$ cat config.mk
export PLATFORM = sky130hd
export DESIGN_NAME = lzr_out_buf
export DESIGN_NICKNAME = d
export VERILOG_FILES = /design/src/lzr_pkg.sv /design/src/lzr_out_buf.sv
export SDC_FILE = /design/constraint.sdc
export NUM_CORES = 1
export LEC_CHECK = 0
export ABC_AREA = 1
export BUFFER_PORTS_ARGS = -buffer_cell sky130_fd_sc_hd__buf_2
export CORE_MARGIN = 3
export CORE_UTILIZATION = 35
export DETAILED_ROUTE_END_ITERATION = 10
export GPL_TIMING_DRIVEN = 0
export PLACE_DENSITY = 0.78
export RECOVER_POWER = 100
export SYNTH_ARGS = -nofsm -noshare
export SYNTH_HDL_FRONTEND = slang
export SYNTH_SLANG_ARGS = --single-unit
$ cat constraint.sdc
create_clock -name clk -period 0.8 [get_ports clk]
set_clock_uncertainty 0.1 [all_clocks]
set_input_delay 0.16 -clock clk [delete_from_list [all_inputs] [get_ports clk]]
set_output_delay 0.16 -clock clk [all_outputs]
set_load 0.02 [all_outputs]
$ cat src/lzr_pkg.sv
// shared types and constants for the lz77 / run-length byte decompressor
package lzr_pkg;

  localparam int WIN_AW    = 12;
  localparam int WIN_DEPTH = 1 << WIN_AW;
  localparam int LEN_W     = 5;

  localparam logic [LEN_W-1:0] LEN_BIAS = 5'd3;
  localparam logic [7:0]       FLAG_FIRST = 8'h01;

  // window memory access from the sequencer
  typedef struct packed {
    logic              rd_en;
    logic [WIN_AW-1:0] raddr;
    logic              we;
    logic [WIN_AW-1:0] waddr;
    logic [7:0]        wdata;
  } win_req_t;

  // one decompressed result word
  typedef struct packed {
    logic       valid;
    logic [7:0] data;
    logic [6:0] rep;
    logic       last;
  } res_t;

endpackage

$ cat src/lzr_out_buf.sv
// output register between the decoder and the result stream
module lzr_out_buf (
  input  logic          clk,
  input  logic          rst_n,
  input  lzr_pkg::res_t push,
  output logic          can_push,
  output logic          out_tvalid,
  input  logic          out_tready,
  output logic [15:0]   out_tdata,
  output logic          out_tlast
);

  logic       valid_r;
  logic [7:0] data_r;
  logic [6:0] rep_r;
  logic       last_r;

  assign can_push = !valid_r || out_tready;

  always_ff @(posedge clk) begin
    if (!rst_n) begin
      valid_r <= 1'b0;
    end else if (push.valid) begin
      valid_r <= 1'b1;
    end else if (out_tready) begin
      valid_r <= 1'b0;
    end
  end

  always_ff @(posedge clk) begin
    if (push.valid) begin
      data_r <= push.data;
      rep_r  <= push.rep;
      last_r <= push.last;
    end
  end

  assign out_tvalid = valid_r;
  assign out_tdata  = {1'b0, rep_r, data_r};
  assign out_tlast  = last_r;

endmodule

* Word level (Yosys, flattened, before mapping)
Index checks and enable logic that the tools add are counted.
Word-level totals: bits of input ports 20, flip-flop bits (word level) 17, logic and storage cells 9
Operators by class: reduce and logical (&&, ||, !) cells 3, multiplexer cells 2
Operator list (count):
- $mux W1 | 2
- $reduce_bool A2 Y1 | 1
- $logic_not A1 Y1 | 1
- $logic_or A1 B1 Y1 | 1

* Logic depth before layout (Yosys ltp)
Gate-level depths: netlist of run 1.
depth in word-level cells 2, gate-level depth with buffers 3, depth with buffers taken out 3

* Worst setup path before layout of run 1
Ideal clock, no wire load.
path kind flip-flop to flip-flop, start reg, netlist name out_tvalid, end reg valid_r (netlist: out_tvalid), required time 634 ps, data arrival time 706 ps, stages on the path, launching flop included 3, setup time 66 ps, buffers on the path 0, path slack -72 ps, period minus slack after synthesis 872 ps, path through dfxtp_1 nand2_2 a21oi_2
RTL lines:
- end signal: assignment | RTL line lzr_out_buf.sv:22 | valid_r <= 1'b0;
- end signal: assignment | RTL line lzr_out_buf.sv:24 | valid_r <= 1'b1;
- end signal: assignment | RTL line lzr_out_buf.sv:26 | valid_r <= 1'b0;
- end: declaration | RTL line lzr_out_buf.sv:13 | logic valid_r;

* Final worst setup path of run 1
start reg rep_r[6], end out out_tdata[14]
RTL lines:
- start: declaration | RTL line lzr_out_buf.sv:15 | logic [6:0] rep_r;
- start signal: assignment | RTL line lzr_out_buf.sv:33 | rep_r <= push.rep;
- end: declaration | RTL line lzr_out_buf.sv:9 | output logic [15:0] out_tdata,
No word-level cell between the ends.

==> results of run 1 <==
## state kept, by name, summed over array words and instances, names as in the netlist
register    flops
data_r          8
out_tlast       1
out_tvalid      1
rep_r           7
## synth_stat cells
| cell | number | share of area [%] |
|---|---|---|
| edfxtp_1 | 16 | 89 |
| inv_1 | 3 | 2.1 |
| a21oi_2 | 1 | 1.6 |
| buf_4 | 1 | 1.4 |
| conb_1 | 1 | 0.70 |
| dfxtp_1 | 1 | 3.7 |
| nand2_2 | 1 | 1.2 |
## per-stage QoR
stage | std cells | hold slack (ns) | TNS [ns] | instance area [µm²] | power (mW)
after floorplan | 24 | 0.159 | 0 | 539 | 1.20
after global placement | 76 | 0.238 | -1.87 | 743 | 1.32
after detailed placement | 76 | 0.239 | -2.26 | 743 | 1.33
after CTS | 80 | -0.0653 | -5.16 | 788 | 1.78
after global routing | 81 | -0.0730 | -5.69 | 846 | 1.88
final | 81 | -0.0540 | -4.90 | 846 | 1.80
## repair_timing
item	CTS	global route
setup buffers	0	1
hold endpoints to repair	17	17
gates cloned	0	0
endpoints found under the setup margin	18	18
pin swaps	1	1
resized for setup	6	16
## power groups by stage
stage                     Combinational, mW  Sequential [mW]  Clock [mW]
after floorplan                      0.0196             1.18           0
after global placement                0.232             1.08           0
after detailed placement              0.238             1.09           0
after CTS                             0.250             1.07       0.458
after global routing                  0.301             1.08       0.498
final                                 0.286             1.08       0.436
## kinds of logic after synthesis
family / Yosys count / synth area share (%)
AOI/OAI and AO/OA: 1 / 1.63
buffers and inverters: 4 / 3.49
DFF: 17 / 93.0
other: 1 / 0.697
and+or+nand+nor: 1 / 1.16
## worst paths after layout
path | start | end | slack, ns
max reg2reg | out_tvalid$_SDFFE_PN0P_ | out_tvalid$_SDFFE_PN0P_ | -0.02
max | rep_r[6]$_DFFE_PP_ | out_tdata[14] | -0.30
min reg2reg | out_tvalid$_SDFFE_PN0P_ | out_tvalid$_SDFFE_PN0P_ | 0.49
min | push[5] | rep_r[4]$_DFFE_PP_ | -0.05
## area by class of cell
| type | count | area share [%] |
|---|---|---|
| Inverter | 3 | 1.33 |
| Timing Repair Buffer | 38 | 30.9 |
| Clock buffer | 4 | 3.11 |
| Sequential cell | 17 | 59.3 |
| Multi-Input combinational cell | 3 | 2.22 |
| Buffer | 1 | 0.888 |
| Tap cell | 15 | 2.22 |
## per-layer routing
metal | wire [µm] | part of all wire, % | vias to the layer above | global-route usage, %
met2 | 635 | 56 | 14 | 16.9
li1 | - | - | 168 | -
met4 | 8 | 0.71 | 0 | 8.77
met5 | 0 | 0 | - | 0
met3 | 69 | 6.1 | 2 | 2.79
met1 | 415 | 37 | 160 | 13.5
==> results.md, run 1 <==
* Status: finished, violations left
* Failing checks: hold timing, setup timing
* Syn Area/Cell at 22.4 µm²
* Top delay family on crit path: flip-flops
* Number of max-cap violations at 0
* Clock insertion delay at the later pin of the skew report at 0.28 ns
* Vias per cell at 4.25
* Post-DP HPWL at 887 µm
* CP Capture Type: output pin
* Fillers at 109
* Multi-input logic area at 18.8 µm²
* Clock Sinks at 17
* Drt wl/cell at 14.0 µm
* Commonest non-fill, non-tap cells in the layout: 25 x buf_2, 16 x edfxtp_1, 11 x buf_6, 3 x inv_1, 3 x clkbuf_4
* Gpl congestion at 0.613
* Root Driver: clkbuf_4
* Util after Layout at 61.9%
* Mapped Nets at 44
* Slew Limit Fails at 0
* Total GRT Usage at 11.2%
* Post-Synthesis Cell Area at 538 µm²
* Hold Crit Class: in -> reg
* Sw frac at 23.4%
* Port bufs at 37
* Antenna violations before repair at 0
* Bufs on Longest Clock Path at 2
* P&R area growth vs syn at 57.2%
* Final Critical Period at 1.10 ns
* CP Launch Type: flop
* Final worst path period share at 137%
* Total gr overflow at 0
* Slowest stage delay, CP at 0.41 ns
* Total area of sequential cells at 502 µm²
* Sw Pwr at 0.421 mW
* WS Path Type: reg -> out
* # diodes at 0
* Num CTS Buffers at 3
* Logic pwr share at 15.9%
* Commonest non-fill, non-tap cell in the layout: buf_2
* Crit-path cells: buf_6
* Final Hold Slack at -0.0540 ns
* Worst Reg-to-Reg Cells at 3
* Slowest CP cell: edfxtp_1
* Post-synthesis sequential area ratio at 93.0%
* I/O pin cnt at 39
* Largest net degree at the start of global routing at 18
* Post-Syn Instances at 24
* RSZ-0062 raised after global routing: true
* Crit Path Max Fanout at 1
* Post-place setup slack at -0.134 ns
* P_int at 1.38 mW
* Setup violations, final at 19
* Setup WS post-layout at -0.299 ns
* Horiz. Die Dim at 45.2 µm
* Hold path depth at 1
* CTS tree: built
* H-tree depth at 1
* Die footprint at 2040 µm²
* First-pass GRT wire length at 1500 µm
* #FFs+latches synth at 17
* Final hold viol count at 17
* Static leakage at 0.382 nW
* Peak VDD IR at 1.46 mV
* Unique masters post-synth at 7
* Worst path required time at 0.54 ns
* Pwr dens at 2130 nW/µm²
* Synth warnings at 0
* Initial DRT Pass Iterations at 2
* Layout cells sized above 1 at 68.2%
* Core ar. at 1370 µm²
* Starting Density at 39.4%
* Critical path depth at 1
* Clock-pin slew on the worst setup and hold paths at 0.09 ns
* Vias at 344
* Sequential power share at 59.8%
* Routed WL at 1130 µm
* Worst Path Buf+Inv at 1
* DRC violation count after routing at 0
* Starting DRT DRC Count at 4
* Std cell rows at 13
* Die height at 45.2 µm
* FMAX at 910 MHz
* Vias in the first global route at 352
* Post-DRT Antenna Nets at 0
* WP data arrival at 0.84 ns
* Clk pwr share at 24.3%
* Final net count at 87
Power figures use the tool's default switching activity.
==> inputs of run 2 (changes only) <==
--- a/config.mk
+++ b/config.mk
@@ -11,7 +11,7 @@
 export CORE_UTILIZATION = 35
 export DETAILED_ROUTE_END_ITERATION = 10
 export GPL_TIMING_DRIVEN = 0
-export PLACE_DENSITY = 0.78
+export PLACE_DENSITY = 0.68
 export RECOVER_POWER = 100
 export SYNTH_ARGS = -nofsm -noshare
 export SYNTH_HDL_FRONTEND = slang
==> results.md, run 2 (same netlist as run 1, synthesis figures left out) <==
* Placed Cells at 76 (unchanged)
* I/O pin cnt at 39 (unchanged)
* Drt wl/cell at 13.1 µm (was 14.0 µm)
* Routed WL at 1050 µm (was 1130 µm)
* # diodes at 0 (unchanged)
* Slowest CP cell: dfxtp_2 (was edfxtp_1)
* Hold path depth at 1 (unchanged)
* Final Hold Slack at -0.0509 ns (was -0.0540 ns)
* Starting DRT DRC Count at 5 (was 4)
* Initial DRT Pass Iterations at 2 (unchanged)
* P_int at 1.40 mW (was 1.38 mW)
* Layout cells sized above 1 at 67.7% (was 68.2%)
* Port bufs at 37 (unchanged)
* Static leakage at 0.388 nW (was 0.382 nW)
* Failing checks: hold timing, setup timing (unchanged)
* Antenna violations before repair at 0 (unchanged)
* Total area of sequential cells at 502 µm² (unchanged)
* Vias in the first global route at 362 (was 352)
* Multi-input logic area at 18.8 µm² (unchanged)
* Reg-to-reg critical path endpoint: out_tvalid$_SDFFE_PN0P_ (unchanged)
* CP Launch Type: flop (unchanged)
* Final worst path period share at 138% (was 137%)
* Crit Path Max Fanout at 2 (was 1)
* Worst path required time at 0.54 ns (about the same)
* Horiz. Die Dim at 45.2 µm (unchanged)
* CP Capture Type: output pin (unchanged)
* RSZ-0062 raised after global routing: true (unchanged)
* Die height at 45.2 µm (unchanged)
* Clock Sinks at 17 (unchanged)
* Hold Crit Class: in -> reg (unchanged)
* Final hold viol count at 17 (unchanged)
* Core ar. at 1370 µm² (unchanged)
* Crit-path cells: nand2_2 -> buf_6 (was buf_6)
* Clk pwr share at 23.9% (was 24.3%)
* Vias at 348 (was 344)
* Num CTS Buffers at 3 (unchanged)
* Vias per cell at 4.35 (was 4.25)
* Commonest non-fill, non-tap cell in the layout: buf_2 (unchanged)
* Sw Pwr at 0.424 mW (was 0.421 mW)
* Hold Path End: data_r[5]$_DFFE_PP_ (was rep_r[4]$_DFFE_PP_)
* Biggest register: data_r (unchanged)
* Logic pwr share at 16.8% (was 15.9%)
* Setup WS post-layout at -0.304 ns (was -0.299 ns)
* Reg2Reg Launch Point: out_tvalid$_SDFFE_PN0P_ (unchanged)
* H-tree depth at 1 (unchanged)
* Clock insertion delay at the later pin of the skew report at 0.28 ns (about the same)
* Hold path start: push[13] (was push[5])
* Std cell rows at 13 (unchanged)
* Post-place setup slack at -0.132 ns (was -0.134 ns)
* Final Critical Period at 1.10 ns (about the same)
* Setup violations, final at 18 (was 19)
* Slowest stage delay, CP at 0.36 ns (was 0.41 ns)
* WS Path Type: reg -> out (unchanged)
* Peak VDD IR at 1.15 mV (was 1.46 mV)
* Gpl congestion at 0.592 (was 0.613)
* # Post-CTS Setup Buffers at 0 (unchanged)
* Root Driver: clkbuf_4 (unchanged)
* Commonest non-fill, non-tap cells in the layout: 20 x buf_2, 16 x edfxtp_1, 16 x buf_6, 3 x inv_1, 3 x clkbuf_4 (was 25 x buf_2, 16 x edfxtp_1, 11 x buf_6, 3 x inv_1, 3 x clkbuf_4)
* Total gr overflow at 0 (unchanged)
* Largest register FFs at 8 (unchanged)
* Die footprint at 2040 µm² (unchanged)
* WP data arrival at 0.84 ns (about the same)
* Pwr dens at 2100 nW/µm² (was 2130 nW/µm²)
* Bufs on Longest Clock Path at 2 (unchanged)
* Largest registers: data_r x8, rep_r x7 (unchanged)
* Slew Limit Fails at 0 (unchanged)
* Status: finished, violations left (unchanged)
* Fillers at 115 (was 109)
* Flop-to-flop setup slack at 0.10 ns (was -0.02 ns)
* Non-Filler Instances at 80 (was 81)
* Number of max-cap violations at 0 (unchanged)
* Util after Layout at 63.6% (was 61.9%)
* CTS tree: built (unchanged)
* Sw frac at 23.3% (was 23.4%)
* Clock-pin slew on the worst setup and hold paths at 0.09 ns (about the same)
* DRC violation count after routing at 0 (unchanged)
* Final net count at 86 (was 87)
* Worst Reg-to-Reg Cells at 2 (was 3)
* Sequential power share at 59.2% (was 59.8%)
* Post-DRT Antenna Nets at 0 (unchanged)
* P&R area growth vs syn at 61.6% (was 57.2%)
* FMAX at 906 MHz (was 910 MHz)
* Starting Density at 39.4% (unchanged)
* Total GRT Usage at 11.5% (was 11.2%)
* First-pass GRT wire length at 1560 µm (was 1500 µm)
* Largest net degree at the start of global routing at 18 (unchanged)
-- run 2: cell count changes in the layout (fill, tap and decap cells not counted) --
cell / previous run / this run
buf_4: 2 / 1
buf_6: 11 / 16
buf_2: 25 / 20
-- run 2: cell type report --
| cell class | instances | share of cell area, % |
|---|---|---|
| Sequential cell | 17 | 57.7 |
| Timing Repair Buffer | 37 | 32.8 |
| Clock buffer | 4 | 3.02 |
| Multi-Input combinational cell | 3 | 2.16 |
| Tap cell | 15 | 2.16 |
| Inverter | 3 | 1.29 |
| Buffer | 1 | 0.863 |
-- run 2: timing repair --
action | 4_1_cts | 5_1_grt
endpoints found under the setup margin | 18 | 18
gates cloned | 0 | 0
pin swaps | 1 | 0
hold endpoints to repair | 17 | 17
resized for setup | 6 | 26
-- run 2: layer usage --
metal  vias up  part of all wire, %  global-route usage [%]
met4         0                    0                    7.02
met3         0                  9.8                    4.38
li1        165                    -                       -
met2        22                   57                    19.5
met5         -                    0                       0
met1       161                   33                    11.7
-- run 2: critical path, delay by kind of cell (launching register included) --
kind / cells / cell delay [ns]
simple gates: 1 / 0.07
flops: 1 / 0.36
buf+inv: 1 / 0.13
-- run 2: worst max path at each step --
stage | from | endpoint | slack [ns] | cells after the start
after floorplan | out_tvalid$_SDFFE_PN0P_ | out_tvalid$_SDFFE_PN0P_ | 0.01 | 2
after global routing | out_tvalid$_SDFFE_PN0P_ | can_push | -0.35 | 2
after global placement | push[16] | rep_r[0]$_DFFE_PP_ | -0.12 | 1
after detailed placement | push[16] | out_tlast$_DFFE_PP_ | -0.13 | 1
final | out_tvalid$_SDFFE_PN0P_ | can_push | -0.30 | 2
after CTS | rep_r[4]$_DFFE_PP_ | out_tdata[12] | -0.32 | 1
-- run 2: power by group through the flow --
| stage | combinational, mW | clock, mW | sequential, mW |
|---|---|---|---|
| 2_1_floorplan | 0.0196 | 0 | 1.18 |
| 3_3_place_gp | 0.232 | 0 | 1.08 |
| 3_5_place_dp | 0.239 | 0 | 1.09 |
| 4_1_cts | 0.250 | 0.450 | 1.07 |
| 5_1_grt | 0.324 | 0.504 | 1.08 |
| 6_report | 0.306 | 0.436 | 1.08 |
-- run 2: per-stage QoR --
stage,area [µm²],hold WS [ns],total power [mW],TNS [ns]
after floorplan,539,0.159,1.20,0
after global placement,743,0.237,1.31,-1.93
after detailed placement,743,0.239,1.32,-2.21
after CTS,788,-0.0601,1.77,-5.03
after global routing,870,-0.0755,1.91,-5.61
final,870,-0.0509,1.82,-4.84
==> inputs of run 3 (changes only) <==
--- a/config.mk
+++ b/config.mk
@@ -5,10 +5,10 @@
 export SDC_FILE = /design/constraint.sdc
 export NUM_CORES = 1
 export LEC_CHECK = 0
-export ABC_AREA = 1
 export BUFFER_PORTS_ARGS = -buffer_cell sky130_fd_sc_hd__buf_2
 export CORE_MARGIN = 3
 export CORE_UTILIZATION = 35
+export CTS_CLUSTER_SIZE = 20
 export DETAILED_ROUTE_END_ITERATION = 10
 export GPL_TIMING_DRIVEN = 0
 export PLACE_DENSITY = 0.68
==> results.md, run 3 <==
* Status: finished, violations left (unchanged)
* Failing checks: hold timing, setup timing (unchanged)
* Slowest stage delay, CP at 0.41 ns (was 0.36 ns)
* Final hold viol count at 16 (was 17)
* Area leader, netlist: edfxtp_1 (unchanged)
* Area share of the leading cell type in the synthesized netlist at 88.9% (was 89.3%)
* Port bufs at 37 (unchanged)
* Starting DRT DRC Count at 4 (was 5)
* Core ar. at 1370 µm² (unchanged)
* Gpl congestion at 0.626 (was 0.592)
* Count leader, synth: edfxtp_1 (unchanged)
* Final Critical Period at 1.09 ns (was 1.10 ns)
* Clock Sinks at 17 (unchanged)
* Hold Crit Class: in -> reg (unchanged)
* Top delay family on crit path: flip-flops (unchanged)
* Starting Density at 39.6% (was 39.4%)
* Pwr dens at 2090 nW/µm² (was 2100 nW/µm²)
* RSZ-0062 raised after global routing: true (unchanged)
* P&R area growth vs syn at 59.3% (was 61.6%)
* FMAX at 918 MHz (was 906 MHz)
* Total gr overflow at 0 (unchanged)
* WP data arrival at 0.83 ns (was 0.84 ns)
* Largest net degree at the start of global routing at 18 (unchanged)
* Commonest non-fill, non-tap cell in the layout: buf_2 (unchanged)
* #FFs+latches synth at 17 (unchanged)
* Final Hold Slack at -0.0437 ns (was -0.0509 ns)
* Vias in the first global route at 362 (unchanged)
* Clock insertion delay at the later pin of the skew report at 0.27 ns (was 0.28 ns)
* H-tree depth at 1 (unchanged)
* Bufs on Longest Clock Path at 2 (unchanged)
* Unique masters post-synth at 7 (unchanged)
* DRC violation count after routing at 0 (unchanged)
* Final worst path period share at 136% (was 138%)
* WS Path Type: reg -> out (unchanged)
* First-pass GRT wire length at 1390 µm (was 1560 µm)
* Worst Path Buf+Inv at 1 (unchanged)
* Horiz. Die Dim at 45.3 µm (was 45.2 µm)
* Post-DRT Antenna Nets at 0 (unchanged)
* Commonest non-fill, non-tap cells in the layout: 23 x buf_2, 16 x edfxtp_1, 13 x buf_6, 3 x clkbuf_4, 2 x buf_4 (was 20 x buf_2, 16 x edfxtp_1, 16 x buf_6, 3 x inv_1, 3 x clkbuf_4)
* Top post-synthesis cells by area: edfxtp_1 89%, dfxtp_1 3.7%, nand2b_4 2.5% (was edfxtp_1 89%, dfxtp_1 3.7%, inv_1 2.1%)
* Post-Synthesis Cell Area at 541 µm² (was 538 µm²)
* Slowest CP cell: edfxtp_1 (was dfxtp_2)
* Setup WS post-layout at -0.289 ns (was -0.304 ns)
* Worst path required time at 0.54 ns (about the same)
* Biggest register: data_r (unchanged)
* Number of max-cap violations at 0 (unchanged)
* Util after Layout at 63.0% (was 63.6%)
* Die height at 45.3 µm (was 45.2 µm)
* DR WL met2 at 460 µm (was 595 µm)
* M1 wire length at 394 µm (was 349 µm)
* CP Launch Type: flop (unchanged)
* I/O pin cnt at 39 (unchanged)
* Crit Path Max Fanout at 1 (was 2)
* Clock-pin slew on the worst setup and hold paths at 0.09 ns (about the same)
* Drt wl/cell at 12.9 µm (was 13.1 µm)
* CP Capture Type: output pin (unchanged)
* Post-Syn Instances at 22 (was 24)
* CTS tree: built (unchanged)
* Final instance area at 861 µm² (was 870 µm²)
* Synth warnings at 0 (unchanged)
* Die footprint at 2050 µm² (was 2040 µm²)
* Peak VDD IR at 1.10 mV (was 1.15 mV)
* Vias per cell at 4.34 (was 4.35)
* Mapped Nets at 42 (was 44)
* Total GRT Usage at 9.51% (was 11.5%)
* EDFF count, synth at 16 (unchanged)
* Initial DRT Pass Iterations at 2 (unchanged)
* Layout cells sized above 1 at 70.3% (was 67.7%)
* # diodes at 0 (unchanged)
* Synth async-reset ratio at 0% (unchanged)
* Root Driver: clkbuf_4 (unchanged)
* Routed WL at 1020 µm (was 1050 µm)
* Top layer in use: met4 (was met3)
* Setup violations, final at 18 (unchanged)
* Largest register FFs at 8 (unchanged)
* Std cell rows at 13 (unchanged)
* Crit-path cells: buf_6 (was nand2_2 -> buf_6)
* Largest registers: data_r x8, rep_r x7 (unchanged)
* Final net count at 85 (was 86)
* Num CTS Buffers at 3 (unchanged)
* Antenna violations before repair at 0 (unchanged)
* Post-synthesis sequential area ratio at 92.6% (was 93.0%)
* Vias at 343 (was 348)
* Static leakage at 0.383 nW (was 0.388 nW)
* Metal3 WL at 161 µm (was 103 µm)
* Top_reg_cell synth: edfxtp_1 (unchanged)
* Slew Limit Fails at 0 (unchanged)
* Placed cell areas at 746 µm² (was 743 µm²)
* Syn Area/Cell at 24.6 µm² (was 22.4 µm²)
* Final Power at 1.80 mW (was 1.82 mW)
## run 3: worst paths after layout
check	start	end	slack, ns	depth (start not counted)
max	rep_r[5]$_DFFE_PP_	out_tdata[13]	-0.29	1
min	push[1]	rep_r[0]$_DFFE_PP_	-0.04	1
max reg2reg	out_tvalid$_SDFFE_PN0P_	out_tvalid$_SDFFE_PN0P_	0.02	3
min reg2reg	out_tvalid$_SDFFE_PN0P_	out_tvalid$_SDFFE_PN0P_	0.46	3
## run 3: kinds of logic (layout without fill, tap and decap cells)
kind of cell           count (synthesis)  in the layout  synth area share (%)
buffers and inverters                  2             44                  2.08
AO/OA/AOI/OAI                          1              1                  2.08
other                                  1              1                 0.694
AND/OR/NAND/NOR                        1              1                  2.55
flip-flops                            17             17                  92.6
## run 3: cell type report
type	count	area, µm²
multi-input cells	3	28.8
flip-flops and latches	17	502
inverters	1	3.75
well taps	15	18.8
plain buffers	1	7.51
repair buffers	38	274
clock buffers	4	26.3
fillers	119	505
## run 3: stage by stage
stage / instances / hold slack (ns) / worst slack (ns) / TNS [ns]
2_1_floorplan: 22 / 0.159 / 0.0189 / 0
3_3_place_gp: 74 / 0.236 / -0.119 / -1.94
3_5_place_dp: 74 / 0.240 / -0.136 / -2.26
4_1_cts: 78 / -0.0532 / -0.297 / -4.95
5_1_grt: 79 / -0.0681 / -0.337 / -5.54
6_report: 79 / -0.0437 / -0.289 / -4.76
## run 3: power by group
| part | switching [mW] | total (mW) | internal (mW) |
|---|---|---|---|
| logic | 0.149 | 0.295 | 0.146 |
| clock network | 0.232 | 0.425 | 0.193 |
| registers | 0.0283 | 1.08 | 1.05 |
| total | 0.409 | 1.80 | 1.39 |
## run 3: timing repair
action / in CTS / in global routing
pin swaps: 0 / 1
endpoints found under the hold margin: 16 / 16
buffers inserted: 0 / 1
endpoints found under the setup margin: 18 / 18
gates resized for setup: 7 / 19
## run 3: metal layers
metal / global-route usage, % / up-vias
met5: 0 / -
met4: 5.26 / 0
met3: 3.98 / 2
met2: 16.1 / 27
met1: 9.79 / 149
li1: - / 165
